### src/rtl/mid_pkg.sv
`default_nettype none

package mid_pkg;

    // Bank size and timer width.
    localparam int CHANNELS   = 32;
    localparam int TIMER_BITS = 16;

    // Fixed field widths.
    localparam int OP_BITS     = 2;
    localparam int CHAN_BITS   = 5;
    localparam int SETTLE_BITS = 16;
    localparam int MASK_BITS   = 32;
    localparam int CFG_IDX_BITS  = 1;
    localparam int CFG_DATA_BITS = 32;

    // Bits needed to address one channel of the bank.
    localparam int CH_IDX_BITS = (CHANNELS > 1) ? $clog2(CHANNELS) : 1;

    // Width at which the elapsed count is compared with the threshold.
    localparam int CMP_BITS = (TIMER_BITS > SETTLE_BITS) ? TIMER_BITS : SETTLE_BITS;

    // Operation codes.
    localparam logic [OP_BITS-1:0] OP_TICK   = 2'd0;
    localparam logic [OP_BITS-1:0] OP_SAMPLE = 2'd1;
    localparam logic [OP_BITS-1:0] OP_CLEAR  = 2'd2;

    // Register indexes.
    localparam logic [CFG_IDX_BITS-1:0] REG_SETTLE_TICKS = 1'd0;
    localparam logic [CFG_IDX_BITS-1:0] REG_INVERT_MASK  = 1'd1;

    // Register reset values.
    localparam logic [SETTLE_BITS-1:0] SETTLE_RESET = 16'd100;
    localparam logic [MASK_BITS-1:0]   INVERT_RESET = 32'd0;

    // True when a channel number addresses a channel that exists.
    function automatic logic chan_in_range(input logic [CHAN_BITS-1:0] ch);
        return {1'b0, ch} < (CHAN_BITS + 1)'(CHANNELS);
    endfunction

endpackage

`default_nettype wire

### src/rtl/multichannel_input_debouncer_top.sv
`default_nettype none

// Channel  | Handshake                | Payload
// ---------+--------------------------+-------------------------------------
// input    | in_valid / in_ready      | op, channel, raw_level
// result   | out_valid / out_ready    | debounced_level, out_channel
// config   | cfg_valid / cfg_ready    | cfg_index, cfg_data
//
// Every item is handled in the cycle in which it is accepted: the channel state updates at
// that edge and an in-range sample's result lands in the output register (or the skid register
// while a result stalls), so one item a cycle is sustained whenever results are taken.
// A skid register behind the output register lets one more item in while a result stalls;
// in_ready falls only when both hold a result. cfg_ready is always high.
// rst_n is asynchronous and active low; it clears all channel state, restores the register
// reset values and empties the output and skid registers.

module multichannel_input_debouncer_top
    import mid_pkg::*;
(
    input  wire logic                     clk,
    input  wire logic                     rst_n,

    input  wire logic                     in_valid,
    output logic                          in_ready,
    input  wire logic [OP_BITS-1:0]       op,
    input  wire logic [CHAN_BITS-1:0]     channel,
    input  wire logic                     raw_level,

    output logic                          out_valid,
    input  wire logic                     out_ready,
    output logic                          debounced_level,
    output logic [CHAN_BITS-1:0]          out_channel,

    input  wire logic                     cfg_valid,
    output logic                          cfg_ready,
    input  wire logic [CFG_IDX_BITS-1:0]  cfg_index,
    input  wire logic [CFG_DATA_BITS-1:0] cfg_data
);

    // Configuration registers.
    logic [SETTLE_BITS-1:0] settle_ticks_reg;
    logic [MASK_BITS-1:0]   invert_mask_reg;

    // Per-channel state, held in flip-flops so that a tick can advance every timer at once.
    logic [CHANNELS-1:0]   stable_reg;
    logic [CHANNELS-1:0]   stable_next;
    logic [CHANNELS-1:0]   running_reg;
    logic [CHANNELS-1:0]   running_next;
    logic [TIMER_BITS-1:0] elapsed_reg  [CHANNELS];
    logic [TIMER_BITS-1:0] elapsed_next [CHANNELS];

    // Output register and the skid register behind it.
    logic                 out_valid_reg;
    logic                 out_level_reg;
    logic [CHAN_BITS-1:0] out_chan_reg;
    logic                 skid_valid_reg;
    logic                 skid_level_reg;
    logic [CHAN_BITS-1:0] skid_chan_reg;

    logic                   accept;
    logic                   in_range;
    logic [CH_IDX_BITS-1:0] ch_idx;
    logic                   level;
    logic                   res_valid;
    logic                   res_level;
    logic                   out_free;

    assign cfg_ready = 1'b1;
    assign in_ready  = !skid_valid_reg;
    assign accept    = in_valid && in_ready;
    assign in_range  = chan_in_range(channel);
    assign ch_idx    = channel[CH_IDX_BITS-1:0];

    // The sampled level after the channel's optional inversion.
    assign level = raw_level ^ invert_mask_reg[channel];

    always_comb
    begin
        stable_next  = stable_reg;
        running_next = running_reg;
        elapsed_next = elapsed_reg;
        res_valid    = 1'b0;
        res_level    = 1'b0;

        if (accept) begin
            case (op)
                OP_TICK:
                begin
                    // Every running timer advances and sticks at its all-ones value.
                    for (int i = 0; i < CHANNELS; i++) begin
                        if (running_reg[i] && !(&elapsed_reg[i])) begin
                            elapsed_next[i] = elapsed_reg[i] + TIMER_BITS'(1);
                        end
                    end
                end
                OP_SAMPLE:
                begin
                    if (in_range) begin
                        if (level != stable_reg[ch_idx]) begin
                            if (running_reg[ch_idx]) begin
                                // Accept the new level once the timer has passed the threshold.
                                if (CMP_BITS'(elapsed_reg[ch_idx]) >
                                    CMP_BITS'(settle_ticks_reg)) begin
                                    stable_next[ch_idx]  = level;
                                    running_next[ch_idx] = 1'b0;
                                end
                            end else begin
                                // First sight of a change: start the settle timer.
                                running_next[ch_idx] = 1'b1;
                                elapsed_next[ch_idx] = '0;
                            end
                        end else begin
                            running_next[ch_idx] = 1'b0;
                        end
                        res_valid = 1'b1;
                        res_level = stable_next[ch_idx];
                    end
                end
                OP_CLEAR:
                begin
                    // Only the stable level is cleared; the timer carries on as it was.
                    if (in_range) begin
                        stable_next[ch_idx] = 1'b0;
                    end
                end
                default:
                begin
                end
            endcase
        end
    end

    always_ff @(posedge clk or negedge rst_n)
    begin
        if (!rst_n) begin
            stable_reg  <= '0;
            running_reg <= '0;
            for (int i = 0; i < CHANNELS; i++) begin
                elapsed_reg[i] <= '0;
            end
        end else begin
            stable_reg  <= stable_next;
            running_reg <= running_next;
            elapsed_reg <= elapsed_next;
        end
    end

    // Configuration writes; an index beyond the register list is ignored.
    always_ff @(posedge clk or negedge rst_n)
    begin
        if (!rst_n) begin
            settle_ticks_reg <= SETTLE_RESET;
            invert_mask_reg  <= INVERT_RESET;
        end else if (cfg_valid && cfg_ready) begin
            case (cfg_index)
                REG_SETTLE_TICKS: settle_ticks_reg <= cfg_data[SETTLE_BITS-1:0];
                REG_INVERT_MASK:  invert_mask_reg  <= cfg_data[MASK_BITS-1:0];
                default:
                begin
                end
            endcase
        end
    end

    // The output register takes the skid entry first, so results leave in order. A new
    // result can only arrive while the skid register is empty.
    assign out_free = !out_valid_reg || out_ready;

    always_ff @(posedge clk or negedge rst_n)
    begin
        if (!rst_n) begin
            out_valid_reg  <= 1'b0;
            skid_valid_reg <= 1'b0;
        end else if (out_free) begin
            if (skid_valid_reg) begin
                out_valid_reg  <= 1'b1;
                skid_valid_reg <= 1'b0;
            end else begin
                out_valid_reg  <= res_valid;
            end
        end else if (res_valid) begin
            skid_valid_reg <= 1'b1;
        end
    end

    always_ff @(posedge clk)
    begin
        if (out_free) begin
            if (skid_valid_reg) begin
                out_level_reg <= skid_level_reg;
                out_chan_reg  <= skid_chan_reg;
            end else begin
                out_level_reg <= res_level;
                out_chan_reg  <= channel;
            end
        end else if (res_valid) begin
            skid_level_reg <= res_level;
            skid_chan_reg  <= channel;
        end
    end

    assign out_valid       = out_valid_reg;
    assign debounced_level = out_level_reg;
    assign out_channel     = out_chan_reg;

endmodule

`default_nettype wire

### config.mk
export PLATFORM = sky130hd
export DESIGN_NAME = multichannel_input_debouncer_top
export DESIGN_NICKNAME = d
export VERILOG_FILES = /design/src/rtl/mid_pkg.sv /design/src/rtl/multichannel_input_debouncer_top.sv
export SDC_FILE = /design/constraint.sdc
export NUM_CORES = 2
export LEC_CHECK = 0
export BUFFER_PORTS_ARGS = -buffer_cell sky130_fd_sc_hd__buf_2
export CORE_AREA = 2 2 317 319
export DETAILED_ROUTE_END_ITERATION = 6
export DIE_AREA = 0 0 319 321
export SLEW_MARGIN = 30
export SYNTH_ARGS = -nofsm -noshare
export SYNTH_HDL_FRONTEND = slang
export SYNTH_SLANG_ARGS = --single-unit
export TNS_END_PERCENT = 30
### constraint.sdc
create_clock -name clk -period 6.1 [get_ports clk]
set_input_delay 0.305 -clock clk [delete_from_list [all_inputs] [get_ports clk]]
set_output_delay 0.305 -clock clk [all_outputs]
set_load 0.01 [all_outputs]
After elaboration in Yosys (flattened, before gate mapping). Index checks and enable logic that the tools add are counted.

Register bits: 638. Logic and storage cells: 339.

$lt $le $gt $ge: 5. Reductions and logical operators: 143. Add/sub/neg operators: 32. Eq/ne operators: 38. Bitwise gates (word level): 10. Mux-type cells: 69.

Operator list (count): $mux W512 (2); $pmux W512 S2 (1); $mux W16 (35); $add A16 B1 Y16 const B (32); $and A512 B512 Y512 (1); $not A512 Y512 (1); $reduce_and A16 Y1 (32); $mux W32 (8); $reduce_and A5 Y1 (32); $bmux W16 S5 (1); $demux W16 S5 (1); $ne A2 B2 Y1 const B (34); $and A32 B32 Y32 (2); $pmux W32 S2 (1); $logic_and A1 B1 Y1 (35); $logic_not A1 Y1 (34); $bwmux W32 (1); $not A32 Y32 (1); $or A32 B32 Y32 (1); $bmux W1 S5 (4); $gt A16 B16 Y1 (1); $mux W1 (13); $reduce_and A2 Y1 (4); $ge A6 B6 Y1 const B (1); 16 further kinds (19).

Longest topological paths before layout.
Word-level depth: 15. Mapped depth: 23. Depth with buffers taken out: 15.

Least setup slack after synthesis. OpenSTA, ideal clock, no wires.

Path type: input to register. Start point: input channel[0]. End point: register out_level_reg, in the netlist debounced_level (data pin). Setup slack: 0.416 ns. Path buffers: 4. Arrival: 5.418 ns. Stages: 18. Data required time: 5.835 ns. Cells stage by stage: buf_2 buf_1 buf_1 buf_1 mux4_2 a22oi_1 o2111ai_1 ha_1 a21oi_1 o21ai_0 a221o_1 o31ai_1 nor4_1 or3b_2 a311o_1 a21oi_1 a311o_1 o41ai_2.

Word-level cells in the longest chain between the ends: 15. Elaborated cells on any way between the ends: 29. Those cells by class: 3 x order compare; 1 x eq/ne; 22 x mux; 2 x bitwise; 1 x reduce/logical.

RTL lines: from (decl) (line multichannel_input_debouncer_top.sv:26) `input wire logic [CHAN_BITS-1:0] channel,`; $not A5 Y6 (implied by the code) (tied with other cells) (line multichannel_input_debouncer_top.sv:102) `if (CMP_BITS'(elapsed_reg[ch_idx]) >`; $bmux W16 S5 / $logic_and A1 B1 Y1 (equally long branches) (line multichannel_input_debouncer_top.sv:102, multichannel_input_debouncer_top.sv:104); $mux W16 (implied by the code) / $mux W1 (equally long branches) (line multichannel_input_debouncer_top.sv:102, multichannel_input_debouncer_top.sv:104); $mux W16 (implied by the code) / $demux W1 S5 (equally long branches) (line multichannel_input_debouncer_top.sv:102, multichannel_input_debouncer_top.sv:104); $gt A16 B16 Y1 / $bwmux W32 (equally long branches) (line multichannel_input_debouncer_top.sv:102, multichannel_input_debouncer_top.sv:104); $mux W32 (line multichannel_input_debouncer_top.sv:102); $mux W32 (line multichannel_input_debouncer_top.sv:100) `if (running_reg[ch_idx]) begin`; $mux W32 (line multichannel_input_debouncer_top.sv:99) `if (level != stable_reg[ch_idx]) begin`; $mux W32 (line multichannel_input_debouncer_top.sv:86) `case (op)`; $mux W32 (line multichannel_input_debouncer_top.sv:85) `if (accept) begin`; $bmux W1 S5 * (line multichannel_input_debouncer_top.sv:116) `res_level = stable_next[ch_idx];`; $mux W1 (implied by the code) * (line multichannel_input_debouncer_top.sv:116); $mux W1 * (line multichannel_input_debouncer_top.sv:86); $mux W1 * (line multichannel_input_debouncer_top.sv:85); $mux W1 * (line multichannel_input_debouncer_top.sv:189) `if (skid_valid_reg) begin`; to (signal assigned) (line multichannel_input_debouncer_top.sv:190) `out_level_reg <= skid_level_reg;`; to (signal assigned) (line multichannel_input_debouncer_top.sv:193) `out_level_reg <= res_level;`; to (decl) (line multichannel_input_debouncer_top.sv:54) `logic out_level_reg;`.

Every way passes the cells marked *; elsewhere a longest branch is shown, timed or not. The select of a mux whose other input is x is not followed. A chain may end at the register's enable or synchronous reset.

Worst setup path in the final report.
Start point: register elapsed_reg[343] (netlist name). End point: register out_level_reg, in the netlist debounced_level (data pin).

Word-level cells in the longest chain between the ends: 14.

RTL lines: from (decl) (line multichannel_input_debouncer_top.sv:49) `logic [TIMER_BITS-1:0] elapsed_reg [CHANNELS];`; from (signal assigned) (line multichannel_input_debouncer_top.sv:144) `elapsed_reg <= elapsed_next;`; $bmux W16 S5 (line multichannel_input_debouncer_top.sv:102); $mux W16 (implied by the code) (2 in series) (line multichannel_input_debouncer_top.sv:102); $gt A16 B16 Y1 (line multichannel_input_debouncer_top.sv:102); $mux W32 (line multichannel_input_debouncer_top.sv:102); $mux W32 (line multichannel_input_debouncer_top.sv:100); $mux W32 (line multichannel_input_debouncer_top.sv:99); $mux W32 (line multichannel_input_debouncer_top.sv:86); $mux W32 (line multichannel_input_debouncer_top.sv:85); $bmux W1 S5 (line multichannel_input_debouncer_top.sv:116); $mux W1 (implied by the code) (line multichannel_input_debouncer_top.sv:116); $mux W1 (line multichannel_input_debouncer_top.sv:86); $mux W1 (line multichannel_input_debouncer_top.sv:85); $mux W1 (line multichannel_input_debouncer_top.sv:189).

No other way between the ends. The select of a mux whose other input is x is not followed.

==> flow_metrics.py <==
metrics = {
    "detailed_routing": {
        "drt-pass1-iter-count": 7,
        "wl_per_cell_um": 25.5,
        "vias_per_cell": 6.50,
        "via_count": 36557,
        "ant_nets": 0,
        "wl_mm": 144,
        "drtIter0Drc": 4328,
        "drcViolationCount": 1,
    },
    "worst_setup_path": {
        "cpMaxStageDelayCell": "mux4_2",
        "path_class": "reg -> reg",
        "critPathLaunchType": "flip-flop",
        "critical_path.max_fanout": 14,
        "crit_path_max_incr_delay_ns": 0.55,
        "crit_required_ns": 6.56,
        "path_cells": "mux4_2 -> a22oi_1 -> o2111ai_1 -> ha_1 -> a21oi_1 -> o21ai_0 -> a221o_1 -> o31ai_1 -> or2_1 -> nor2_1 -> buf_4 -> o221a_2 -> a311oi_1 -> nand4_1 -> o41ai_2",
        "endpoint_kind": "flip-flop",
        "cp.arrival_ns": 5.65,
    },
    "timing": {
        "tightest_slew_ns": 0.980,
        "maxSlewHeadroom_pct": 34.4,
        "rsz0062_at_grt": "no",
        "final.min_clock_period_ns": 5.19,
        "skew_ns": 0.0324,
        "finalHoldViolCount": 0,
        "setup_viol": 0,
        "fmax_ghz": 0.193,
        "setup_tns_ns": 0,
        "drv_slew": 0,
        "finalCritPeriodShare_pct": 85.1,
    },
    "synthesis": {
        "ys_warn_count": 0,
        "synth_top_cell_area_share_pct": 39.7,
        "syn_area_um2": 39200,
        "yosys.cell_types.count": 93,
        "synth_fp_nets": 4348,
        "synth-seq-area-share_pct": 40.8,
        "synthTopCellsByArea": "dfrtp_1 (40%), o21ai_0 (7.7%), mux4_2 (7.3%)",
        "ys_top_cells_by_count": "dfrtp_1 (623), o21ai_0 (603), nor2_1 (376), nand2_1 (345), nand3_1 (256)",
        "async_flop_share_pct": 98.1,
        "synth-edff-count": 12,
        "synth_seq_cells": 638,
        "yosys.area.top_type": "dfrtp_1",
        "syn_avg_cell_area_um2": 9.23,
        "netlist_instances": 4251,
        "yosysMostFrequentCell": "dfrtp_1",
        "ys.flop_type": "dfrtp_1",
    },
    "finish": {
        "utilization_pct": 44.3,
        "synthToLayoutAreaGrowth_pct": 12.0,
        "drive_gt1_share_pct": 12.9,
        "largest_reg_flops": 512,
        "fin_nets": 4362,
    },
    "power": {
        "p_clk_share_pct": 39.3,
        "p_per_area_nw_per_um2": 276,
        "p_switching_mw": 3.76,
        "pwr-share-comb_pct": 17.3,
        "vdd_drop_max_uv": 198,
        "swShare_pct": 30.9,
        "seq_power_share_pct": 43.5,
        "p_leak_nw": 16.8,
        "intPower_mw": 8.40,
    },
    "global_route": {
        "grt_overflow_total": 0,
        "grt_pass1_wl_mm": 217,
        "grt_usage_pct": 27.6,
        "grt_pass1_vias": 33458,
        "antenna_found_initial": 4,
        "grt_max_degree": 147,
    },
    "clock_tree": {
        "clockBufferDepth": 3,
        "clkTransAtPathRegs_ns": 0.06,
        "post-cts-setup-buffers": 0,
        "cts_tree": "yes",
        "cts_buffers": 77,
        "cts_sinks": 638,
        "clock_latency_ns": 0.66,
        "h-tree-depth": 3,
        "root_buffer": "clkbuf_16",
    },
    "placed_design": {
        "gp_congestion": 1.01,
        "place_hpwl_mm": 105,
        "io_buffers": 53,
    },
    "die": {
        "die_w_um": 319,
        "fp.dieH_um": 321,
        "start_util_pct": 39.5,
        "ios": 55,
        "dieArea_um2": 102000,
        "core-area_um2": 99300,
        "rows": 116,
    },
    "flow_run": {
        "max-cap-violations": 0,
    },
    "status": {
        "status": "complete, but fails checks",
        "violations": "design-rule violations",
    },
    "min_path": {
        "min_path_type": "in -> reg",
    },
}
==> per-layer routing <==
metal	vias to the layer above	share of wire [%]	global-route usage, %
li1	16339	-	-
met1	18252	43	39.5
met2	1666	43	40.9
met3	300	9.4	5.39
met4	0	4.3	11.6
met5	-	0	0
==> kinds of logic after synthesis <==
group                      share of synthesized area, %
muxes                                              11.0
adders and majority gates                          1.63
and+or+nand+nor                                    19.6
AOI/OAI and AO/OA                                  23.5
other                                           0.00955
DFF                                                40.8
buffers and inverters                              3.35
xor gates and xnor gates                          0.112
==> worst paths after layout <==
| path | from | end | slack (ns) | depth (start not counted) |
|---|---|---|---|---|
| max | elapsed_reg[343] | debounced_level | 0.91 | 15 |
| min | cfg_index | settle_ticks_reg[5] | 0.07 | 4 |
| max reg2reg | elapsed_reg[343] | debounced_level | 0.91 | 15 |
| min reg2reg | elapsed_reg[455] | elapsed_reg[455] | 0.50 | 1 |
| max in group asynchronous | rst_n | elapsed_reg[44] | 4.31 | 3 |
| min in group asynchronous | rst_n | elapsed_reg[341] | 0.32 | 2 |
==> cells in the final DEF (no fill, tap or decap), drive strengths merged, types with 39 or more instances in the layout <==
cell type	count
a22oi	84
and3	121
a22o	53
a21oi	133
mux4	128
o41ai	48
nand2b	54
nand4	82
nand2	351
o21ai	647
clkbuf	115
inv	55
a31oi	106
buf	157
o31ai	207
ha	51
nor2b	70
nor4	39
a21o	39
nor2	376
dfrtp	623
mux2	87
nand3	256
mux2i	44
==> critical path: cells and delay by family, from the launching register on <==
kind | cells | cell delay [ns]
and+or+nand+nor | 3 | 0.80
adders and majority gates | 1 | 0.32
AOI/OAI and AO/OA | 9 | 2.66
buffers and inverters | 1 | 0.19
DFF | 1 | 0.46
muxes | 1 | 0.55
==> metrics by stage <==
stage	instances	setup WS, ns	cell area (µm²)	hold slack, ns	total power, mW
3_5_place_dp	5450	0.607	41000	0.449	7.38
2_1_floorplan	4251	0.416	39200	0.00941	6.48
3_3_place_gp	5450	0.634	41000	0.461	7.35
6_report	5622	0.908	44000	0.0667	12.2
5_1_grt	5621	0.721	44000	0.108	12.7
4_1_cts	5621	1.05	44000	0.0260	12.2
==> timing repair <==
item | CTS | global route
hold buffers | 34 | 0
gates resized for setup | 0 | 0
endpoints found under the hold margin | 148 | 0
==> power groups by stage <==
stage,Combinational (mW),Sequential (mW),Clock (mW)
floorplan,1.41,5.06,0
global placement,2.01,5.33,0
detailed placement,2.05,5.33,0
CTS,2.07,5.26,4.87
global route,2.29,5.33,5.05
finish,2.10,5.28,4.78
==> layout make-up <==
type | count | area (µm²)
timing repair buffer | 192 | 1560
sequential | 638 | 16000
fill | 9553 | 55300
clock inverter | 23 | 293
inverter | 52 | 195
antenna | 1 | 2.50
clock buffer | 114 | 2300
multi-input combinational | 3304 | 22000
tap | 1298 | 1620
(Power assumes the default switching activity.)
